File: src/mswt_pkg.sv
package mswt_pkg;

    // Size of the timer table; the slot field can address at most sixteen entries.
    localparam int TIMER_SLOTS  = 16;
    localparam int SLOT_FIELD_W = 4;
    localparam int SLOT_SPAN    = 1 << SLOT_FIELD_W;
    localparam int NUM_SLOTS    = (TIMER_SLOTS < SLOT_SPAN) ? TIMER_SLOTS : SLOT_SPAN;
    localparam int IDX_W        = (NUM_SLOTS > 1) ? $clog2(NUM_SLOTS) : 1;

    localparam int TIME_W   = 48;
    localparam int PERIOD_W = 32;

    localparam logic [PERIOD_W-1:0] SLEEP_RESET = 32'd60;

    localparam logic [1:0] CMD_REGISTER   = 2'd0;
    localparam logic [1:0] CMD_UNREGISTER = 2'd1;
    localparam logic [1:0] CMD_TICK       = 2'd2;

    localparam logic [1:0] KIND_REG_ACK   = 2'd0;
    localparam logic [1:0] KIND_UNREG_ACK = 2'd1;
    localparam logic [1:0] KIND_FIRED     = 2'd2;
    localparam logic [1:0] KIND_WAKE      = 2'd3;

    typedef struct packed {
        logic                en;
        logic [IDX_W-1:0]    addr;
        logic [PERIOD_W-1:0] period;
        logic [TIME_W-1:0]   due;
    } t_mem_wr;

endpackage

File: src/mswt_slot_store.sv
module mswt_slot_store (
    input  logic                            i_clk,
    input  mswt_pkg::t_mem_wr               i_wr,
    input  logic [mswt_pkg::IDX_W-1:0]      i_rd_addr,
    output logic [mswt_pkg::PERIOD_W-1:0]   o_rd_period,
    output logic [mswt_pkg::TIME_W-1:0]     o_rd_due
);

    logic [mswt_pkg::PERIOD_W-1:0] r_period_mem [mswt_pkg::NUM_SLOTS];
    logic [mswt_pkg::TIME_W-1:0]   r_due_mem    [mswt_pkg::NUM_SLOTS];

    always_ff @(posedge i_clk) begin
        if (i_wr.en) begin
            r_period_mem[i_wr.addr] <= i_wr.period;
            r_due_mem[i_wr.addr]    <= i_wr.due;
        end
    end

    always_ff @(posedge i_clk) begin
        o_rd_period <= r_period_mem[i_rd_addr];
        o_rd_due    <= r_due_mem[i_rd_addr];
    end

endmodule

File: src/multi_slot_watchdog_timer.sv
// Timer table with one-shot and periodic slots, driven by register, unregister and tick
// commands. Each of these holds the input off once accepted until its last result has been
// loaded into the output register. A register or unregister command goes from the accepting
// cycle to a state that loads its acknowledge. A tick goes from the accepting cycle to a
// state that steps the time counter, then scans every slot through the shared evaluation
// unit, which reads the slot store one entry a cycle while the output register can load,
// and ends in a state for the wake report. The acknowledge, scan and wake states wait while
// the output register is full and not taken. An unknown command is dropped in the cycle that
// accepts it. The sleep period register may be written at any cycle and resets to 60.
module multi_slot_watchdog_timer (
    input  logic        i_clk,
    input  logic        i_rst_n,
    // Configuration: sleep period.
    input  logic        i_cfg_valid,
    output logic        o_cfg_ready,
    input  logic [31:0] i_cfg_data,
    // Commands.
    input  logic        i_s_tvalid,
    output logic        o_s_tready,
    input  logic [39:0] i_s_tdata,  // slot[3:0], interval[35:4], fire_once[36], zero pad
    input  logic [1:0]  i_s_tuser,  // cmd[1:0]
    // Results.
    output logic        o_m_tvalid,
    input  logic        i_m_tready,
    output logic [55:0] o_m_tdata,  // which_slot[3:0], ok[4], next_wake[52:5], zero pad
    output logic [1:0]  o_m_tuser,  // kind[1:0]
    output logic        o_m_tlast
);

    localparam int IW = mswt_pkg::IDX_W;
    localparam int TW = mswt_pkg::TIME_W;
    localparam int PW = mswt_pkg::PERIOD_W;
    localparam int SW = mswt_pkg::SLOT_FIELD_W;

    typedef enum logic [2:0] {
        S_IDLE,
        S_REG,
        S_UNREG,
        S_LOAD,
        S_SCAN,
        S_WAKE
    } t_state;

    t_state r_state;

    logic [PW-1:0] r_sleep;
    logic [TW-1:0] r_now;
    logic [TW-1:0] r_wake;
    logic          r_have;
    logic [IW-1:0] r_idx;

    logic [mswt_pkg::NUM_SLOTS-1:0] r_present;
    logic [mswt_pkg::NUM_SLOTS-1:0] r_armed;
    logic [mswt_pkg::NUM_SLOTS-1:0] r_single;

    logic [SW-1:0] r_slot;
    logic [PW-1:0] r_interval;
    logic          r_fire_once;

    logic          r_out_valid;
    logic [1:0]    r_out_kind;
    logic [SW-1:0] r_out_slot;
    logic          r_out_ok;
    logic [TW-1:0] r_out_wake;
    logic          r_out_last;

    logic [PW-1:0] rd_period;
    logic [TW-1:0] rd_due;

    mswt_pkg::t_mem_wr mem_wr;
    logic [IW-1:0]     rd_addr;

    logic          can_load;
    logic          load_out;
    logic [PW-1:0] addend;
    logic [TW-1:0] sum;
    logic [TW-1:0] cmp_a;
    logic [TW-1:0] cmp_b;
    logic          cmp_le;
    logic          in_table;
    logic [IW-1:0] cmd_addr;
    logic          reg_ok;
    logic          fire;
    logic          cand_valid;
    logic [TW-1:0] cand;
    logic          take;
    logic          last_idx;

    assign o_cfg_ready = 1'b1;
    assign o_s_tready  = (r_state == S_IDLE);

    assign o_m_tvalid = r_out_valid;
    assign o_m_tdata  = {3'b000, r_out_wake, r_out_ok, r_out_slot};
    assign o_m_tuser  = r_out_kind;
    assign o_m_tlast  = r_out_last;

    assign can_load = !r_out_valid || i_m_tready;
    assign in_table = int'(r_slot) < mswt_pkg::TIMER_SLOTS;
    assign cmd_addr = r_slot[IW-1:0];
    assign reg_ok   = in_table && (r_interval != '0) && !r_present[cmd_addr];
    assign last_idx = (r_idx == IW'(mswt_pkg::NUM_SLOTS - 1));

    // A result enters the output register in this cycle.
    assign load_out = can_load && ((r_state == S_REG) || (r_state == S_UNREG) ||
                                   (r_state == S_WAKE) || ((r_state == S_SCAN) && fire));

    // Shared adder: the time counter plus an interval, a period, the sleep period or one.
    always_comb begin
        case (r_state)
            S_REG:   addend = r_interval;
            S_LOAD:  addend = PW'(1);
            S_SCAN:  addend = rd_period;
            S_WAKE:  addend = r_sleep;
            default: addend = '0;
        endcase
        sum = r_now + {{(TW - PW){1'b0}}, addend};
    end

    // Per-slot evaluation. A fired periodic slot offers its new due time to the running
    // minimum; a fired one-shot slot offers nothing.
    assign fire       = r_armed[r_idx] && (rd_due <= r_now);
    assign cand       = fire ? sum : rd_due;
    assign cand_valid = fire ? !r_single[r_idx] : r_armed[r_idx];

    // Shared minimum comparator.
    always_comb begin
        if (r_state == S_WAKE) begin
            cmp_a = r_wake;
            cmp_b = sum;
        end else begin
            cmp_a = cand;
            cmp_b = r_wake;
        end
        cmp_le = (cmp_a <= cmp_b);
    end

    assign take = cand_valid && (!r_have || cmp_le);

    always_comb begin
        mem_wr        = '0;
        mem_wr.period = r_interval;
        mem_wr.due    = sum;
        mem_wr.addr   = cmd_addr;
        if (r_state == S_REG) begin
            mem_wr.en = can_load && reg_ok;
        end else if (r_state == S_SCAN) begin
            mem_wr.en     = can_load && fire && !r_single[r_idx];
            mem_wr.addr   = r_idx;
            mem_wr.period = rd_period;
        end
    end

    // The next slot is read while the current one is evaluated.
    assign rd_addr = (r_state == S_SCAN && can_load && !last_idx) ? r_idx + IW'(1) : r_idx;

    mswt_slot_store u_store (
        .i_clk       (i_clk),
        .i_wr        (mem_wr),
        .i_rd_addr   (rd_addr),
        .o_rd_period (rd_period),
        .o_rd_due    (rd_due)
    );

    always_ff @(posedge i_clk) begin
        if (!i_rst_n) begin
            r_state     <= S_IDLE;
            r_sleep     <= mswt_pkg::SLEEP_RESET;
            r_now       <= '0;
            r_have      <= 1'b0;
            r_idx       <= '0;
            r_present   <= '0;
            r_armed     <= '0;
            r_single    <= '0;
            r_out_valid <= 1'b0;
        end else begin
            if (i_cfg_valid) begin
                r_sleep <= i_cfg_data;
            end
            if (load_out) begin
                r_out_valid <= 1'b1;
            end else if (i_m_tready) begin
                r_out_valid <= 1'b0;
            end

            case (r_state)
                S_IDLE: begin
                    if (i_s_tvalid) begin
                        r_slot      <= i_s_tdata[3:0];
                        r_interval  <= i_s_tdata[35:4];
                        r_fire_once <= i_s_tdata[36];
                        r_idx       <= '0;
                        case (i_s_tuser)
                            mswt_pkg::CMD_REGISTER:   r_state <= S_REG;
                            mswt_pkg::CMD_UNREGISTER: r_state <= S_UNREG;
                            mswt_pkg::CMD_TICK:       r_state <= S_LOAD;
                            default:                  r_state <= S_IDLE;
                        endcase
                    end
                end
                S_REG: begin
                    if (can_load) begin
                        if (reg_ok) begin
                            r_present[cmd_addr] <= 1'b1;
                            r_armed[cmd_addr]   <= 1'b1;
                            r_single[cmd_addr]  <= r_fire_once;
                        end
                        r_out_kind  <= mswt_pkg::KIND_REG_ACK;
                        r_out_slot  <= r_slot;
                        r_out_ok    <= reg_ok;
                        r_out_wake  <= '0;
                        r_out_last  <= 1'b1;
                        r_state     <= S_IDLE;
                    end
                end
                S_UNREG: begin
                    if (can_load) begin
                        if (in_table) begin
                            r_present[cmd_addr] <= 1'b0;
                            r_armed[cmd_addr]   <= 1'b0;
                            r_single[cmd_addr]  <= 1'b0;
                        end
                        r_out_kind  <= mswt_pkg::KIND_UNREG_ACK;
                        r_out_slot  <= r_slot;
                        r_out_ok    <= in_table && r_present[cmd_addr];
                        r_out_wake  <= '0;
                        r_out_last  <= 1'b1;
                        r_state     <= S_IDLE;
                    end
                end
                S_LOAD: begin
                    r_now   <= sum;
                    r_have  <= 1'b0;
                    r_state <= S_SCAN;
                end
                S_SCAN: begin
                    if (can_load) begin
                        if (fire) begin
                            if (r_single[r_idx]) begin
                                r_armed[r_idx] <= 1'b0;
                            end
                            r_out_kind  <= mswt_pkg::KIND_FIRED;
                            r_out_slot  <= SW'(r_idx);
                            r_out_ok    <= 1'b1;
                            r_out_wake  <= '0;
                            r_out_last  <= 1'b0;
                        end
                        if (take) begin
                            r_wake <= cand;
                            r_have <= 1'b1;
                        end
                        if (last_idx) begin
                            r_state <= S_WAKE;
                        end else begin
                            r_idx <= r_idx + IW'(1);
                        end
                    end
                end
                S_WAKE: begin
                    if (can_load) begin
                        r_out_kind  <= mswt_pkg::KIND_WAKE;
                        r_out_slot  <= '0;
                        r_out_ok    <= 1'b1;
                        r_out_wake  <= (r_have && cmp_le) ? r_wake : sum;
                        r_out_last  <= 1'b1;
                        r_state     <= S_IDLE;
                    end
                end
                default: begin
                    r_state <= S_IDLE;
                end
            endcase
        end
    end

endmodule

File: config.mk
export PLATFORM = sky130hd
export DESIGN_NAME = multi_slot_watchdog_timer
export DESIGN_NICKNAME = d
export VERILOG_FILES = /design/src/mswt_pkg.sv /design/src/mswt_slot_store.sv /design/src/multi_slot_watchdog_timer.sv
export SDC_FILE = /design/constraint.sdc
export NUM_CORES = 2
export LEC_CHECK = 0
export ABC_AREA = 1
export ABC_CLOCK_PERIOD_IN_PS = 10200
export BUFFER_PORTS_ARGS = -buffer_cell sky130_fd_sc_hd__buf_2
export CAP_MARGIN = 10
export CORE_MARGIN = 4
export CORE_UTILIZATION = 40
export DETAILED_ROUTE_END_ITERATION = 10
export HOLD_SLACK_MARGIN = 0.15
export PLACE_DENSITY_LB_ADDON = 0.15
export SLEW_MARGIN = 20
export SYNTH_ARGS = -nofsm -noshare
export SYNTH_HDL_FRONTEND = slang
export SYNTH_SLANG_ARGS = --single-unit
export TNS_END_PERCENT = 30
File: constraint.sdc
create_clock -name i_clk -period 10.2 [get_ports i_clk]
set_clock_uncertainty 0.05 [all_clocks]
set_input_delay 1.02 -clock i_clk [delete_from_list [all_inputs] [get_ports i_clk]]
set_output_delay 1.02 -clock i_clk [all_outputs]
set_load 0.03 [all_outputs]
# Word level (Yosys, flattened, before mapping)
# Memories as Yosys holds them, arrays and structs flattened. A register that Yosys moved wholly into a read port is not among the register bits.
# Cells that the tools add are included.
[op_classes]
add_sub_neg = 2
n_lt_le_gt_ge = 6
eq_ne = 21
muxes = 78
bitwise = 8
reduce_logical = 46
[ops]
columns = ["cell", "count"]
rows = [
  ["$mux 48", 8],
  ["$mux 16", 12],
  ["$pmux 48 s3", 1],
  ["$pmux 32 s4", 1],
  ["$le 48x48->1", 2],
  ["$and 16x16->16", 4],
  ["$pmux 16 s2", 2],
  ["$add 48x32->48", 1],
  ["$pmux 16 s3", 1],
  ["$mux 37", 1],
  ["$mux 36", 1],
  ["$mux 4", 8],
  ["$not 16->16", 2],
  ["$or 16x16->16", 2],
  ["$reduce_bool 32->1", 1],
  ["$mux 1", 20],
  ["$ne 2x2->1 const B", 10],
  ["$bwmux 16", 1],
  ["$reduce_and 4->1", 4],
  ["$reduce_and 7->1", 2],
  ["$logic_and 1x1->1", 13],
  ["$bmux 1 s4", 3],
  ["$mux 3", 4],
  ["$pmux 3 s4", 1],
  ["30 further kinds", 56],
]
[word_totals]
register_bits = 278
ram_bits = 1280
output_inout_bits = 62
word_cells = 181
mem_count = 2
[memory_table]
columns = ["name", "depth", "width", "rd", "rd_ports_with_merged_regs", "wr", "line_no", "rtl"]
rows = [
  ["u_store.r_due_mem", 16, 48, 1, 1, 1, "mswt_slot_store.sv:10", "logic [mswt_pkg::TIME_W-1:0] r_due_mem [mswt_pkg::NUM_SLOTS];"],
  ["u_store.r_period_mem", 16, 32, 1, 1, 1, "mswt_slot_store.sv:9", "logic [mswt_pkg::PERIOD_W-1:0] r_period_mem [mswt_pkg::NUM_SLOTS];"],
]

# Longest topological paths before layout
[logic_depth]
word_depth = 11
mapped_depth = 43

# Hierarchy
# Synthesis repeated with hierarchy kept, for this count alone.
[unflattened]
hier_cells = 8087
hier_area_um2 = 75577.5
[modules_own_cells]
columns = ["module", "n_inst", "cells_each", "area_each_um2", "seq_area_each_um2"]
rows = [
  ["mswt_slot_store", 1, 5256, 56162.6, 40038.4],
  ["multi_slot_watchdog_timer", 1, 2831, 19414.9, 6976.7],
]

# Worst setup path before layout
# No wires, ideal clock.
[synth_path]
kind = "flip-flop to flip-flop"
startpoint = "register r_now[41]"
endpoint = "memory u_store.r_due_mem[6][0] (netlist name), enable pin"
setup_time_ps = 617
arrival_time_ps = 7298
t_required_ps = 9533
path_slack_ps = 2235
stages_incl_launch_ff = 16
n_path_buf = 0
path_cell_list = "dfxtp_1 > inv_1 > ha_1 > inv_1 > nor3_1 > and2_1 > and3_1 > nand2_1 > nand3_1 > nand2_1 > nand2_2 > nor2_1 > nand2_1 > nand2_1 > nand2_1 > nor3_1"
[synth_via]
elab_chain_len = 8
[synth_rtl]
columns = ["item", "line_no", "rtl"]
rows = [
  ["start, declared", "multi_slot_watchdog_timer.sv:47", "logic [TW-1:0] r_now;"],
  ["start signal, assigned", "multi_slot_watchdog_timer.sv:231", "r_now <= sum;"],
  ["$le 48x48->1", "multi_slot_watchdog_timer.sv:121", "assign fire = r_armed[r_idx] && (rd_due <= r_now);"],
  ["$logic_and 1x1->1", "multi_slot_watchdog_timer.sv:121", ""],
  ["$logic_and 1x1->1 (2 in a row)", "multi_slot_watchdog_timer.sv:147", "mem_wr.en = can_load && fire && !r_single[r_idx];"],
  ["$mux 37", "multi_slot_watchdog_timer.sv:146", "end else if (r_state == S_SCAN) begin"],
  ["$mux 1", "multi_slot_watchdog_timer.sv:144", "if (r_state == S_REG) begin"],
  ["$mux 1", "mswt_slot_store.sv:13", "if (i_wr.en) begin"],
  ["$mux 1 (implied by the code)", "mswt_slot_store.sv:15", "r_due_mem[i_wr.addr] <= i_wr.due;"],
  ["end, declared", "mswt_slot_store.sv:10", ""],
]
# No other way between the ends.

==> flow_summary.yaml <==
yosys:
  synth_area_leader_cell: "sky130_fd_sc_hd__edfxtp_1"
  syn-mean-instance-area_um2: 11.29
  synth_seq_area_share: 0.6694
  synth_ff_type: "sky130_fd_sc_hd__edfxtp_1"
  synth_top_family_by_area: "compound AO/OA/AOI/OAI gates"
  synth_adder_area_share: 0.02416
  simple_gate_area_share_of_the_yosys_netlist: 0.1183
  synth-edff-count: 1421
  synth_cell_types: 50
  yosys.area_share.xor_xnor: 0.005059
  ys_seq_elements: 1638
  synthDominantCellAreaShare: 0.6075
  synth.area.top_cells: "sky130_fd_sc_hd__edfxtp_1 61%, sky130_fd_sc_hd__o21ai_0 6.4%, sky130_fd_sc_hd__dfxtp_1 6.2%"
  async_reset_ff_frac: 0
  synth_compound_gate_area_share: 0.1369
  synthesis.area_um2: 70240
  yosysWarningCount: 0
  netlist_instances: 6224
  post_synthesis_mux_area_share: 0.0001425
sta:
  timing_max_transition_violations_final: 0
  tightestPinTransition_ps: 1165
  rsz0062_at_grt: "no"
  max_clock_freq_ghz: 0.1218
  finalHoldViolCount: 0
  final.period_utilization: 0.8050
  fin_hold_ws_ps: 350.9
  finalSetupViolCount: 0
  finalCriticalPeriod_ps: 8211
  fin_setup_tns_ps: 0
  slew_headroom: 0.2231
global_route:
  grt_max_degree: 222
  globalRouteMet2Util: 0.3704
  busiest_layer: "met2"
  use_met3: 0.03594
  grtUsageTotal: 0.2349
  grt_pass1_vias: 46260
  antenna_violations_before_repair: 3
  grt_pass1_wl_mm: 316.8
  groute.layer.met1.usage: 0.3360
  grt.overflow.total: 0
clock_network:
  cts_buffers: 175
  cts_root_buf: "sky130_fd_sc_hd__clkbuf_16"
  cts_hold_repair.buffers: 0
  post-cts-setup-buffer-count: 0
  cts_tree: "yes"
  numClockSinks: 1638
  clock_latency_on_the_worst_skew_pair_ps: 800
  cts_resized: 0
  cts_buffer_depth: 3
  cts.htree.levels: 4
  clk_pin_slew_worst_paths_ps: 60
final_layout:
  mostFrequentLayoutCells: "1421 x sky130_fd_sc_hd__edfxtp_1, 901 x sky130_fd_sc_hd__o21ai_0, 897 x sky130_fd_sc_hd__nor2_1"
  syn_to_final_growth_pct: 12.30
  layout.filler_cells: 16200
  num-nets-final: 6488
  post_route_cells_drive_above_1_share: 0.09272
  most_common_library_cell_in_the_layout_ignoring_fill_and_taps: "sky130_fd_sc_hd__edfxtp_1"
drt:
  detail_route.wirelength_mm: 218.0
  final_antenna_net_count: 0
  post_drt_via_cell_ratio: 5.594
  drt_first_pass_iters: 6
  count_of_routing_violations_after_the_opening_detailed_route_iteration: 4513
  route.detailed.wl_per_inst_um: 24.89
  via_count: 48990
  drc_errors: 0
status:
  run_status: "finished, final reports clean"
min_path:
  hold_depth: 1
  hold_path_class: "in -> reg"
worst_setup_path:
  r2r_worst_path_depth: 29
  critical_path.max_fanout: 29
  crit_start_category: "flip-flop"
  slowest_delay_ps: 790
  crit_arrival_ps: 8610
  required_worst_endpoint_ps: 10600
  regToRegSetupSlack_ps: 1990
  worstSetupEndpointType: "flip-flop"
  worst_path_max_delay_cell: "sky130_fd_sc_hd__nor2_4"
  crit_type: "reg -> reg"
  cpMostUsedCell: "sky130_fd_sc_hd__nand2_1"
die:
  initial_utilization: 0.4032
  num_io_pins: 141
  dieWidth_um: 427.0
  core_area_um2: 174200
  die_area_um2: 182400
  die_h_um: 427.0
  fp-row-count: 153
power_and_ir_drop:
  total_power_mw: 21.18
  ir_drop_uv: 213.7
  leakage_nw: 27.92
  pwr_density_cell_nw_per_um2: 268.5
job:
  drv_cap: 0
placement:
  gp_congestion: 0.9556
  hpwlAfterDp_mm: 125.1
  port_buffers: 133
==> flip-flops by register name (all words and copies together), names as in the netlist, 16 cells and up, named ones only <==
| register | flops |
|---|---|
| r_sleep | 32 |
| r_interval | 32 |
| r_wake | 48 |
| u_store.r_due_mem | 768 |
| r_now | 48 |
| u_store.o_rd_due | 48 |
| r_single | 16 |
| u_store.r_period_mem | 512 |
| u_store.o_rd_period | 32 |
| r_out_wake | 48 |
| r_armed | 16 |
==> worst paths after layout <==
kind | from | to
setup / recovery | r_state[2]$_SDFFE_PN0P_ | r_wake[29]$_DFFE_PP_
hold reg to reg | flip-flop | flip-flop
hold / removal | i_s_tdata[8] | r_interval[4]$_DFFE_PP_
setup reg to reg | r_state[2]$_SDFFE_PN0P_ | r_wake[29]$_DFFE_PP_
==> logic make-up after synthesis <==
kind of cell	after synthesis
simple gates	2039
flops	1638
compound gates	1635
buf+inv	736
fa+ha+maj	135
xor+xnor	38
other cells	2
mux	1
==> cell usage after synthesis (9+ instances only) <==
library cell,count
sky130_fd_sc_hd__o21a_1,17
sky130_fd_sc_hd__nor4_1,13
sky130_fd_sc_hd__nand4_1,31
sky130_fd_sc_hd__nand3_2,10
sky130_fd_sc_hd__xnor2_1,12
sky130_fd_sc_hd__nand2_1,749
sky130_fd_sc_hd__nand3_1,261
sky130_fd_sc_hd__buf_4,18
sky130_fd_sc_hd__o21ai_0,901
sky130_fd_sc_hd__o221ai_1,320
sky130_fd_sc_hd__buf_2,181
sky130_fd_sc_hd__o22ai_1,12
sky130_fd_sc_hd__xor2_1,23
sky130_fd_sc_hd__a21oi_1,243
sky130_fd_sc_hd__buf_6,18
sky130_fd_sc_hd__edfxtp_1,1421
sky130_fd_sc_hd__buf_1,11
sky130_fd_sc_hd__inv_2,12
sky130_fd_sc_hd__dfxtp_1,217
sky130_fd_sc_hd__a22oi_1,22
sky130_fd_sc_hd__inv_1,338
sky130_fd_sc_hd__nor3_1,23
sky130_fd_sc_hd__o211ai_1,20
sky130_fd_sc_hd__ha_1,134
sky130_fd_sc_hd__clkbuf_1,147
sky130_fd_sc_hd__o21ai_1,78
sky130_fd_sc_hd__nor2_1,914
sky130_fd_sc_hd__nand2_2,9
==> area by class of cell <==
cell class | instances | area, µm² | share of cell area
sequential | 1638 | 47020 | 0.5961
timing repair buffer | 252 | 1647 | 0.02088
antenna | 4 | 10.01 | 0.0001269
inverter | 355 | 1366 | 0.01732
clock inverter | 82 | 757.0 | 0.009597
tap | 2325 | 2909 | 0.03688
clock buffer | 249 | 4903 | 0.06217
multi-input combinational | 3852 | 20270 | 0.2570
==> metrics by stage <==
stage	setup WS (ps)	area [µm²]	cells	util
after floorplan	2235	70250	6226	-
after global placement	2074	73170	8422	0.4200
after detailed placement	1972	73170	8422	0.4200
after CTS	1976	78830	8753	0.4525
after global routing	1524	78870	8753	0.4527
final	1989	78880	8757	0.4528
==> layer usage <==
metal | up-vias | wire length (µm)
met5 | - | 13
met4 | 2 | 6105
met3 | 290 | 13420
met2 | 1550 | 100100
met1 | 24520 | 98310
li1 | 22630 | -
==> where the power goes <==
group	leakage, nW	switching (mW)	internal, mW
combinational	10.4	4.50	1.46
sequential	14.8	0.347	8.60
clock	2.75	2.65	3.62
==> critical path, delay by kind of cell (launching register included) <==
family                     cells  cell delay (ps)
DFF                            1              490
AOI/OAI and AO/OA              6             1620
adders and majority gates      2              590
buffers and inverters          6             1450
xor gates and xnor gates       1              760
and+or+nand+nor               14             2830
No activity file was read; power rests on OpenSTA's default activity.
